File: src/sv/tfpm_pkg.sv
// ============================================================================
// tfpm_pkg
// Shared constants for the topic filter packet matcher.
// ============================================================================
package tfpm_pkg;

    localparam int NUM_FILTERS_DEF = 8;
    localparam int FILTER_LEN_DEF  = 32;

    localparam logic [15:0] MAX_LEN_RST = 16'd1500;
    localparam logic [7:0]  MAGIC_RST   = 8'd80;

    // Configuration register indexes.
    localparam logic REG_MAX_LEN = 1'b0;
    localparam logic REG_MAGIC   = 1'b1;

    // Input opcodes.
    localparam logic [1:0] OP_WRITE_CHAR = 2'd0;
    localparam logic [1:0] OP_ENABLE     = 2'd1;
    localparam logic [1:0] OP_PACKET     = 2'd2;
    localparam logic [1:0] OP_RESERVED   = 2'd3;

    // Per-slot match phases.
    localparam logic [1:0] PH_CMP  = 2'd0;
    localparam logic [1:0] PH_SKIP = 2'd1;
    localparam logic [1:0] PH_HIT  = 2'd2;
    localparam logic [1:0] PH_MISS = 2'd3;

    // Result status codes.
    localparam logic [2:0] ST_OK        = 3'd0;
    localparam logic [2:0] ST_SHORT     = 3'd1;
    localparam logic [2:0] ST_LONG      = 3'd2;
    localparam logic [2:0] ST_BAD_MAGIC = 3'd3;
    localparam logic [2:0] ST_NO_TERM   = 3'd4;

    // Filter characters with special meaning.
    localparam logic [7:0] CH_HASH  = 8'h23;
    localparam logic [7:0] CH_PLUS  = 8'h2B;
    localparam logic [7:0] CH_SLASH = 8'h2F;

    localparam logic [15:0] COUNT_MAX = 16'hFFFF;

endpackage

File: src/sv/topic_filter_packet_matcher.sv
// ============================================================================
// topic_filter_packet_matcher
// Streams packet bytes and matches the topic against wildcard filters.
// ============================================================================
// Usage: items enter on in_valid/in_stall. Opcode 0 writes a filter byte,
// opcode 1 sets a slot enable, opcode 2 carries one packet byte; a packet is
// a magic byte, a zero-terminated topic and a payload. The last packet byte
// (end_of_packet) yields one result item on out_valid/out_stall carrying
// status, match mask, topic length and payload length.
// Timing: filter writes, enables, the magic byte and payload bytes leave the
// block idle. A topic byte walks every slot through the filter memory: a
// comparing slot is read, then evaluated, a finished slot is passed over,
// and a slot crossing a '+' wildcard also steps past it; in_stall is high
// meanwhile. The last byte then passes through a result step.
// Throughput is bounded by the single read port of the filter memory.
// Reset clears enables, packet state and registers to their defaults;
// filter bytes are undefined until written. While the receiver stalls a
// result, the block finishes the next last byte only once the output
// register has been taken.
module topic_filter_packet_matcher #(
    parameter int NUM_FILTERS = tfpm_pkg::NUM_FILTERS_DEF,
    parameter int FILTER_LEN  = tfpm_pkg::FILTER_LEN_DEF
) (
    input  logic        clk,
    input  logic        rst_n,
    input  logic        cfg_we,
    input  logic        cfg_index,
    input  logic [15:0] cfg_data,
    input  logic        in_valid,
    output logic        in_stall,
    input  logic [1:0]  opcode,
    input  logic [2:0]  slot,
    input  logic [4:0]  char_index,
    input  logic [7:0]  data_byte,
    input  logic        end_of_packet,
    output logic        out_valid,
    input  logic        out_stall,
    output logic [2:0]  status,
    output logic [7:0]  match_mask,
    output logic [15:0] topic_length,
    output logic [15:0] payload_length
);

    import tfpm_pkg::*;

    localparam int DEPTH = NUM_FILTERS * FILTER_LEN;
    localparam int AW    = (DEPTH > 1) ? $clog2(DEPTH) : 1;
    localparam int SW    = (NUM_FILTERS > 1) ? $clog2(NUM_FILTERS) : 1;
    localparam int PW    = $clog2(FILTER_LEN + 1);

    localparam logic [1:0] S_IDLE = 2'd0;
    localparam logic [1:0] S_STEP = 2'd1;
    localparam logic [1:0] S_EVAL = 2'd2;
    localparam logic [1:0] S_FIN  = 2'd3;

    logic [1:0]    state_reg, state_next;
    logic [SW-1:0] sidx_reg, sidx_next;
    logic [7:0]    char_reg, char_next;
    logic          eop_reg, eop_next;
    logic [15:0]   max_len_reg;
    logic [7:0]    magic_reg;
    logic [15:0]   bcount_reg, bcount_next;
    logic [15:0]   tcount_reg, tcount_next;
    logic          tend_reg, tend_next;
    logic          mok_reg, mok_next;
    logic          en_reg [NUM_FILTERS];
    logic          en_next [NUM_FILTERS];
    logic [PW-1:0] pos_reg [NUM_FILTERS];
    logic [PW-1:0] pos_next [NUM_FILTERS];
    logic [1:0]    phase_reg [NUM_FILTERS];
    logic [1:0]    phase_next [NUM_FILTERS];

    logic          ov_reg, ov_next;
    logic [2:0]    st_reg, st_next;
    logic [7:0]    mask_reg, mask_next;
    logic [15:0]   tlen_reg, tlen_next;
    logic [15:0]   plen_reg, plen_next;

    logic          mem_we, mem_re;
    logic [AW-1:0] mem_waddr, mem_raddr;
    logic [7:0]    mem_rdata;
    logic [7:0]    pchar;
    logic [1:0]    cur_phase;
    logic [PW-1:0] cur_pos;
    logic          accept;
    logic          last_slot;
    logic [2:0]    stat;
    logic [7:0]    mask_calc;

    tfpm_filter_mem #(
        .DEPTH (DEPTH),
        .AW    (AW)
    ) u_mem (
        .clk   (clk),
        .we    (mem_we),
        .waddr (mem_waddr),
        .wdata (data_byte),
        .re    (mem_re),
        .raddr (mem_raddr),
        .rdata (mem_rdata)
    );

    assign in_stall  = (state_reg != S_IDLE);
    assign accept    = in_valid && !in_stall;
    assign cur_phase = phase_reg[sidx_reg];
    assign cur_pos   = pos_reg[sidx_reg];
    assign last_slot = (32'(sidx_reg) == NUM_FILTERS - 1);

    // Filter memory addressing.
    assign mem_we = accept && (opcode == OP_WRITE_CHAR)
                    && (32'(slot) < NUM_FILTERS) && (32'(char_index) < FILTER_LEN);
    assign mem_waddr = AW'(slot) * AW'(FILTER_LEN) + AW'(char_index);
    assign mem_re    = (state_reg == S_STEP) && (cur_phase == PH_CMP);
    assign mem_raddr = AW'(sidx_reg) * AW'(FILTER_LEN) + AW'(cur_pos);

    // A position past the filter end reads as the terminator.
    assign pchar = (32'(cur_pos) < FILTER_LEN) ? mem_rdata : 8'd0;

    // Status and mask of the finished packet.
    always_comb
    begin
        if (bcount_reg <= 16'd2)
            stat = ST_SHORT;
        else if (bcount_reg >= max_len_reg || bcount_reg == COUNT_MAX)
            stat = ST_LONG;
        else if (!mok_reg)
            stat = ST_BAD_MAGIC;
        else if (!tend_reg)
            stat = ST_NO_TERM;
        else
            stat = ST_OK;
        mask_calc = '0;
        for (int s = 0; s < NUM_FILTERS && s < 8; s++)
        begin
            mask_calc[s] = en_reg[s] && (phase_reg[s] == PH_HIT);
        end
    end

    // Control sequencer.
    always_comb
    begin
        state_next  = state_reg;
        sidx_next   = sidx_reg;
        char_next   = char_reg;
        eop_next    = eop_reg;
        bcount_next = bcount_reg;
        tcount_next = tcount_reg;
        tend_next   = tend_reg;
        mok_next    = mok_reg;
        en_next     = en_reg;
        pos_next    = pos_reg;
        phase_next  = phase_reg;
        ov_next     = ov_reg && out_stall;
        st_next     = st_reg;
        mask_next   = mask_reg;
        tlen_next   = tlen_reg;
        plen_next   = plen_reg;

        case (state_reg)
            S_IDLE:
            begin
                if (accept)
                begin
                    if (opcode == OP_ENABLE && 32'(slot) < NUM_FILTERS)
                    begin
                        en_next[SW'(slot)] = data_byte[0];
                    end
                    if (opcode == OP_PACKET)
                    begin
                        char_next = data_byte;
                        eop_next  = end_of_packet;
                        if (bcount_reg == '0)
                        begin
                            mok_next = (data_byte == magic_reg);
                        end
                        else if (!tend_reg)
                        begin
                            if (data_byte == 8'd0)
                                tend_next = 1'b1;
                            else if (tcount_reg != COUNT_MAX)
                                tcount_next = tcount_reg + 16'd1;
                        end
                        if (bcount_reg != COUNT_MAX)
                        begin
                            bcount_next = bcount_reg + 16'd1;
                        end
                        if (bcount_reg != '0 && !tend_reg)
                        begin
                            sidx_next  = '0;
                            state_next = S_STEP;
                        end
                        else if (end_of_packet)
                        begin
                            state_next = S_FIN;
                        end
                    end
                end
            end

            S_STEP:
            begin
                if (cur_phase == PH_CMP)
                begin
                    state_next = S_EVAL;
                end
                else if (cur_phase == PH_SKIP && (char_reg == 8'd0 || char_reg == CH_SLASH))
                begin
                    phase_next[sidx_reg] = PH_CMP;
                end
                else
                begin
                    sidx_next  = last_slot ? '0 : sidx_reg + 1'b1;
                    state_next = last_slot ? (eop_reg ? S_FIN : S_IDLE) : S_STEP;
                end
            end

            S_EVAL:
            begin
                sidx_next  = last_slot ? '0 : sidx_reg + 1'b1;
                state_next = last_slot ? (eop_reg ? S_FIN : S_IDLE) : S_STEP;
                if (pchar == 8'd0)
                begin
                    phase_next[sidx_reg] = (char_reg == 8'd0) ? PH_HIT : PH_MISS;
                end
                else if (pchar == CH_HASH)
                begin
                    phase_next[sidx_reg] = (char_reg != 8'd0) ? PH_HIT : PH_MISS;
                end
                else if (pchar == CH_PLUS)
                begin
                    phase_next[sidx_reg] = PH_SKIP;
                    pos_next[sidx_reg]   = cur_pos + 1'b1;
                    sidx_next            = sidx_reg;
                    state_next           = S_STEP;
                end
                else if (pchar != char_reg)
                begin
                    phase_next[sidx_reg] = PH_MISS;
                end
                else
                begin
                    pos_next[sidx_reg] = cur_pos + 1'b1;
                end
            end

            S_FIN:
            begin
                if (!ov_reg || !out_stall)
                begin
                    ov_next   = 1'b1;
                    st_next   = stat;
                    tlen_next = tcount_reg;
                    mask_next = (stat == ST_OK) ? mask_calc : 8'd0;
                    plen_next = (stat == ST_OK) ? (bcount_reg - tcount_reg - 16'd2) : 16'd0;
                    bcount_next = '0;
                    tcount_next = '0;
                    tend_next   = 1'b0;
                    mok_next    = 1'b0;
                    for (int s = 0; s < NUM_FILTERS; s++)
                    begin
                        pos_next[s]   = '0;
                        phase_next[s] = PH_CMP;
                    end
                    state_next = S_IDLE;
                end
            end

            default:
            begin
                state_next = S_IDLE;
            end
        endcase
    end

    // Control and packet state.
    always_ff @(posedge clk or negedge rst_n)
    begin
        if (!rst_n)
        begin
            state_reg  <= S_IDLE;
            sidx_reg   <= '0;
            eop_reg    <= 1'b0;
            bcount_reg <= '0;
            tcount_reg <= '0;
            tend_reg   <= 1'b0;
            mok_reg    <= 1'b0;
            ov_reg     <= 1'b0;
            for (int s = 0; s < NUM_FILTERS; s++)
            begin
                en_reg[s]    <= 1'b0;
                pos_reg[s]   <= '0;
                phase_reg[s] <= PH_CMP;
            end
        end
        else
        begin
            state_reg  <= state_next;
            sidx_reg   <= sidx_next;
            eop_reg    <= eop_next;
            bcount_reg <= bcount_next;
            tcount_reg <= tcount_next;
            tend_reg   <= tend_next;
            mok_reg    <= mok_next;
            ov_reg     <= ov_next;
            en_reg     <= en_next;
            pos_reg    <= pos_next;
            phase_reg  <= phase_next;
        end
    end

    // Configuration registers.
    always_ff @(posedge clk or negedge rst_n)
    begin
        if (!rst_n)
        begin
            max_len_reg <= MAX_LEN_RST;
            magic_reg   <= MAGIC_RST;
        end
        else if (cfg_we)
        begin
            if (cfg_index == REG_MAX_LEN)
                max_len_reg <= cfg_data;
            if (cfg_index == REG_MAGIC)
                magic_reg <= cfg_data[7:0];
        end
    end

    // Payload registers.
    always_ff @(posedge clk)
    begin
        char_reg <= char_next;
        st_reg   <= st_next;
        mask_reg <= mask_next;
        tlen_reg <= tlen_next;
        plen_reg <= plen_next;
    end

    assign out_valid      = ov_reg;
    assign status         = st_reg;
    assign match_mask     = mask_reg;
    assign topic_length   = tlen_reg;
    assign payload_length = plen_reg;

endmodule

File: src/sv/tfpm_filter_mem.sv
// ============================================================================
// tfpm_filter_mem
// Filter character store: one write port, one read port, registered read.
// ============================================================================
module tfpm_filter_mem #(
    parameter int DEPTH = 256,
    parameter int AW    = 8
) (
    input  logic          clk,
    input  logic          we,
    input  logic [AW-1:0] waddr,
    input  logic [7:0]    wdata,
    input  logic          re,
    input  logic [AW-1:0] raddr,
    output logic [7:0]    rdata
);

    logic [7:0] mem [DEPTH];
    logic [7:0] rdata_reg;

    // Write port.
    always_ff @(posedge clk)
    begin
        if (we)
        begin
            mem[waddr] <= wdata;
        end
    end

    // Registered read port.
    always_ff @(posedge clk)
    begin
        if (re)
        begin
            rdata_reg <= mem[raddr];
        end
    end

    assign rdata = rdata_reg;

endmodule

File: config.mk
export PLATFORM = sky130hd
export DESIGN_NAME = topic_filter_packet_matcher
export DESIGN_NICKNAME = d
export VERILOG_FILES = /design/src/sv/tfpm_pkg.sv /design/src/sv/topic_filter_packet_matcher.sv /design/src/sv/tfpm_filter_mem.sv
export SDC_FILE = /design/constraint.sdc
export NUM_CORES = 2
export LEC_CHECK = 0
export BUFFER_PORTS_ARGS = -buffer_cell sky130_fd_sc_hd__buf_2
export CAP_MARGIN = 20
export CORE_MARGIN = 10
export CORE_UTILIZATION = 40
export DETAILED_ROUTE_END_ITERATION = 7
export HOLD_SLACK_MARGIN = 0.1
export PLACE_DENSITY = 0.56
export SLEW_MARGIN = 20
export SYNTH_ARGS = -nofsm -noshare
export SYNTH_HDL_FRONTEND = slang
export SYNTH_HIERARCHICAL = 1
export SYNTH_SLANG_ARGS = --single-unit
export TNS_END_PERCENT = 5
File: constraint.sdc
create_clock -name clk -period 5.2 [get_ports clk]
set_input_delay 0 -clock clk [delete_from_list [all_inputs] [get_ports clk]]
set_output_delay 0 -clock clk [all_outputs]
set_load 0.01 [all_outputs]
==> impl.org <==
** Layout
- Fill cells in the final layout number 19.0k.
- Of the cells placed in the final design, the portion with a size suffix greater than 1 is 0.227.
- Summing all flip-flop and latch instances after layout gives 66,700 um2.
- Summing all multi-input logic gate instances after layout gives 22,100 um2.
- The register with the most flip-flops in the layout has 2,048 of them.
- Post-synthesis to final-layout area growth :: 14.6%
- Post-layout nets :: 5,282

** Detailed routing
- In the routed design, unresolved DRC markers number 0.
- DRC marker count from the first detailed-route iteration :: 5,151
- Number of vias in the routed layout :: 48.6k
- Average detailed-routed wire length per instance :: 29.0 um
- Dividing the detail-routed via count by the number of cells gives 5.81.
- Once detail routing completed, the nets flagged for antenna violations numbered 0.
- The pre-antenna-repair detailed-routing pass consisted of 5 iterations.
- Summed over all layers, the routed wires come to 243,000 um.

** Synth
- Of the synthesized area, sequential elements account for 0.736.
- Average cell area after synthesis :: 18.8 um2
- Post-synthesis instance area :: 90,600 um2
- Counting flops with an async set or reset pin after synthesis yields a share of 0.0611.
- Post-synthesis cell count :: 4,810
- Counting flops with a built-in enable in the synthesized netlist gives 2,107.
- The Yosys step of the flow raised 6 warnings.
- Counting every net in the synthesized netlist gives 4,910.
- Dominant cells by area after synthesis :: sky130_fd_sc_hd__edfxtp_1 (70%), sky130_fd_sc_hd__mux4_2 (11%), sky130_fd_sc_hd__dfrtp_1 (3.5%)
- Post-synth top flop :: sky130_fd_sc_hd__edfxtp_1
- Fraction of synthesized cell area taken by the top area cell type :: 0.698
- In this run, distinct cell masters in the synthesized netlist total 95.
- The biggest area contributor in the post-synthesis netlist is sky130_fd_sc_hd__edfxtp_1.
- Counting flops and latches in the post-synthesis netlist gives 2,244.

** Clock tree
- No sink is reached through more buffers than the 3 on the longest clock path.
- Clock H-tree levels :: 4
- TritonCTS built the clock tree.
- Inserted Clock Buffers :: 226
- Clock tree synthesis selected as its root buffer the cell sky130_fd_sc_hd__clkbuf_16.
- Post-CTS Setup Inserts :: 0
- Source-to-sink clock delay at the later pin of the worst-skew pair :: 860 ps
- After clock tree synthesis, the clock-pin slew on the worst setup and hold paths is 60 ps.
- CTS Sinks :: 2,244

** Global route
- In the global route stage, overall resource usage came out at 0.194.
- Global-route wire length before repair :: 352,000 um
- Remaining global-route overflow :: 0
- The via count of the first global-routing pass came to 48.4k.
- Initial antenna violation count :: 12
- Pin count of the biggest net entering global routing :: 187

** Power
- The design draws 57.3 mW.
- Across the VDD grid, the largest voltage drop is 0.395 mV.
- Dividing total power by cell area gives a power density of 551 nW/um2.
- Leakage power figure :: 34.0 nW

** STA
- Setup repair after global routing could not meet its margin everywhere.
- At the pin with the least slew margin, the transition time is 1260 ps.
- Fmax achieved :: 196 MHz
- The count of final hold-check violations is 0.
- Final worst path period share :: 0.979
- Tightest slew margin relative to the limit :: 0.160
- Count of final setup violators :: 0
- Final-report max-slew violation count :: 0
- Total negative setup slack :: 0 ps
- Setup skew after layout :: 23.9 ps
- The worst path in the final design needs a cycle of 5090 ps, including I/O delays and setup.

** Job
- Across the run, the number of max-cap violations was 0.

** Critical path
- Setup crit end kind :: flop
- Critical setup path kind :: flop to flop
- Critical Path RT :: 5790 ps
- Critical Path AT :: 5680 ps
- Along the worst path, the maximum fanout reaches 32.
- STA classifies the critical path startpoint as a flop.

** Hold path
- The min-delay analysis places its worst path in the category primary input to flop.

** Floorplan
- Die height :: 496 um
- The floorplan step defined a die boundary enclosing 246,000 um2.
- The die is 496 um wide.
- The floorplan has 174 rows.
- During I/O placement, the number of pins put on the boundary was 86.
- Initial core utilization :: 0.403
- Core Area :: 225,000 um2

** Placed design
- Count of buffers inserted at the top-level ports :: 85
- GPL Wtd Cong :: 0.879
- Post-detailed-placement half-perimeter wirelength :: 153,000 um

** Outcome
- Status :: completed
==> per-layer routing <==
metal	GRT usage	wire length (um)	part of all wire
met5	0	13	0.000054
met4	0.0507	6120	0.025
met3	0.0323	16600	0.069
met2	0.314	116000	0.48
met1	0.275	104000	0.43
==> cells by family (layout without fill, tap and decap cells) <==
group / count (synthesis) / in the layout / synth area share
DFF: 2244 / 2244 / 0.736
and+or+nand+nor: 816 / 816 / 0.0441
AOI/OAI and AO/OA: 652 / 652 / 0.0519
muxes: 628 / 628 / 0.134
buffers and inverters: 376 / 937 / 0.0226
adders and majority gates: 59 / 59 / 0.00823
xor gates and xnor gates: 35 / 35 / 0.00347
other: 0 / 5 / 0
==> per-stage QoR <==
stage                     worst slack [ps]  cell area (um2)  instances  utilization  hold WS (ps)
final                                  108           104000       8368        0.462           170
after global routing                 -27.5           104000       8367        0.462           160
after CTS                             7.17           104000       8362        0.461           123
after detailed placement             -38.7            95400       7846        0.424           179
after global placement                38.4            95400       7846        0.424           161
after floorplan                       1380            90600       4810            -          -296
==> cells in the final DEF (no fill, tap or decap), types with 46 or more instances in the layout <==
| master | count |
|---|---|
| sky130_fd_sc_hd__a21oi_1 | 134 |
| sky130_fd_sc_hd__a22oi_1 | 134 |
| sky130_fd_sc_hd__buf_2 | 76 |
| sky130_fd_sc_hd__buf_4 | 234 |
| sky130_fd_sc_hd__clkbuf_1 | 47 |
| sky130_fd_sc_hd__clkbuf_16 | 229 |
| sky130_fd_sc_hd__dfrtp_1 | 127 |
| sky130_fd_sc_hd__dlygate4sd3_1 | 97 |
| sky130_fd_sc_hd__edfxtp_1 | 2107 |
| sky130_fd_sc_hd__ha_1 | 57 |
| sky130_fd_sc_hd__inv_1 | 81 |
| sky130_fd_sc_hd__mux2i_1 | 140 |
| sky130_fd_sc_hd__mux4_2 | 460 |
| sky130_fd_sc_hd__nand2_1 | 118 |
| sky130_fd_sc_hd__nand3_1 | 58 |
| sky130_fd_sc_hd__nor2_1 | 324 |
| sky130_fd_sc_hd__nor2b_1 | 66 |
| sky130_fd_sc_hd__nor3_1 | 64 |
| sky130_fd_sc_hd__o21ai_0 | 67 |
| sky130_fd_sc_hd__o221ai_1 | 46 |
==> critical path, stage by stage (launching register included) <==
cell	delay, ps
sky130_fd_sc_hd__dfrtp_1	370
sky130_fd_sc_hd__buf_4	420
sky130_fd_sc_hd__and3b_1	270
sky130_fd_sc_hd__buf_4	220
sky130_fd_sc_hd__a21oi_1	200
sky130_fd_sc_hd__nand3_2	520
sky130_fd_sc_hd__and2_1	670
sky130_fd_sc_hd__buf_4	390
sky130_fd_sc_hd__a22oi_1	660
sky130_fd_sc_hd__a21oi_1	180
sky130_fd_sc_hd__nor4_1	570
sky130_fd_sc_hd__buf_4	230
sky130_fd_sc_hd__nor4_1	50
==> synthesized netlist by cell type, types with 18 or more instances <==
master	instances
sky130_fd_sc_hd__nand3_1	59
sky130_fd_sc_hd__nor4_1	34
sky130_fd_sc_hd__buf_1	23
sky130_fd_sc_hd__a22o_1	24
sky130_fd_sc_hd__mux4_2	460
sky130_fd_sc_hd__and2_1	18
sky130_fd_sc_hd__dfrtp_1	128
sky130_fd_sc_hd__a211oi_1	18
sky130_fd_sc_hd__a21oi_1	135
sky130_fd_sc_hd__o221ai_1	46
sky130_fd_sc_hd__a22oi_1	135
sky130_fd_sc_hd__a41oi_1	41
sky130_fd_sc_hd__o22ai_1	29
sky130_fd_sc_hd__nand4_1	31
sky130_fd_sc_hd__nor2b_1	70
sky130_fd_sc_hd__xor2_1	20
sky130_fd_sc_hd__ha_1	58
sky130_fd_sc_hd__buf_4	34
sky130_fd_sc_hd__buf_6	23
sky130_fd_sc_hd__nor3_1	66
sky130_fd_sc_hd__clkbuf_1	147
sky130_fd_sc_hd__nand2_1	119
sky130_fd_sc_hd__nor2_1	327
sky130_fd_sc_hd__edfxtp_1	2107
sky130_fd_sc_hd__o2bb2ai_1	41
sky130_fd_sc_hd__buf_2	44
sky130_fd_sc_hd__o21ai_0	68
sky130_fd_sc_hd__mux2i_1	140
sky130_fd_sc_hd__mux2_2	24
sky130_fd_sc_hd__inv_1	82
sky130_fd_sc_hd__o211ai_1	24
==> where the power goes <==
group          internal, mW  switching, mW  leakage, nW  total (mW)
registers              20.2          0.408         20.4        20.6
logic                  7.77           12.7         10.0        20.4
clock network          9.25           6.96         3.59        16.2
==> layout make-up <==
class,count,share of cell area
tap,2992,0.0360
timing repair buffer,437,0.0352
antenna,5,0.000120
multi-input combinational,2190,0.212
clock buffer,279,0.0572
sequential,2244,0.642
inverter,83,0.00307
clock inverter,138,0.0139
==> final timing paths <==
check                             start                end  slack, ps  cells past startpoint
setup / recovery            sidx_reg[2]     u_mem/rdata[4]        110                     12
hold / removal             data_byte[4]  u_mem/mem[166][4]        170                      2
setup reg to reg            sidx_reg[2]     u_mem/rdata[4]        110                     12
hold reg to reg             pos_reg[11]        pos_reg[11]        500                      1
max in group asynchronous         rst_n      tcount_reg[2]       4300                      4
min in group asynchronous         rst_n     max_len_reg[3]        280                      3
==> what timing repair did <==
action,CTS,global route
hold buffers,99,0
endpoints found under the hold margin,1579,0
setup endpoints to repair,3,8
gates resized for setup,3,4
No activity file was read; power rests on OpenSTA's default activity.
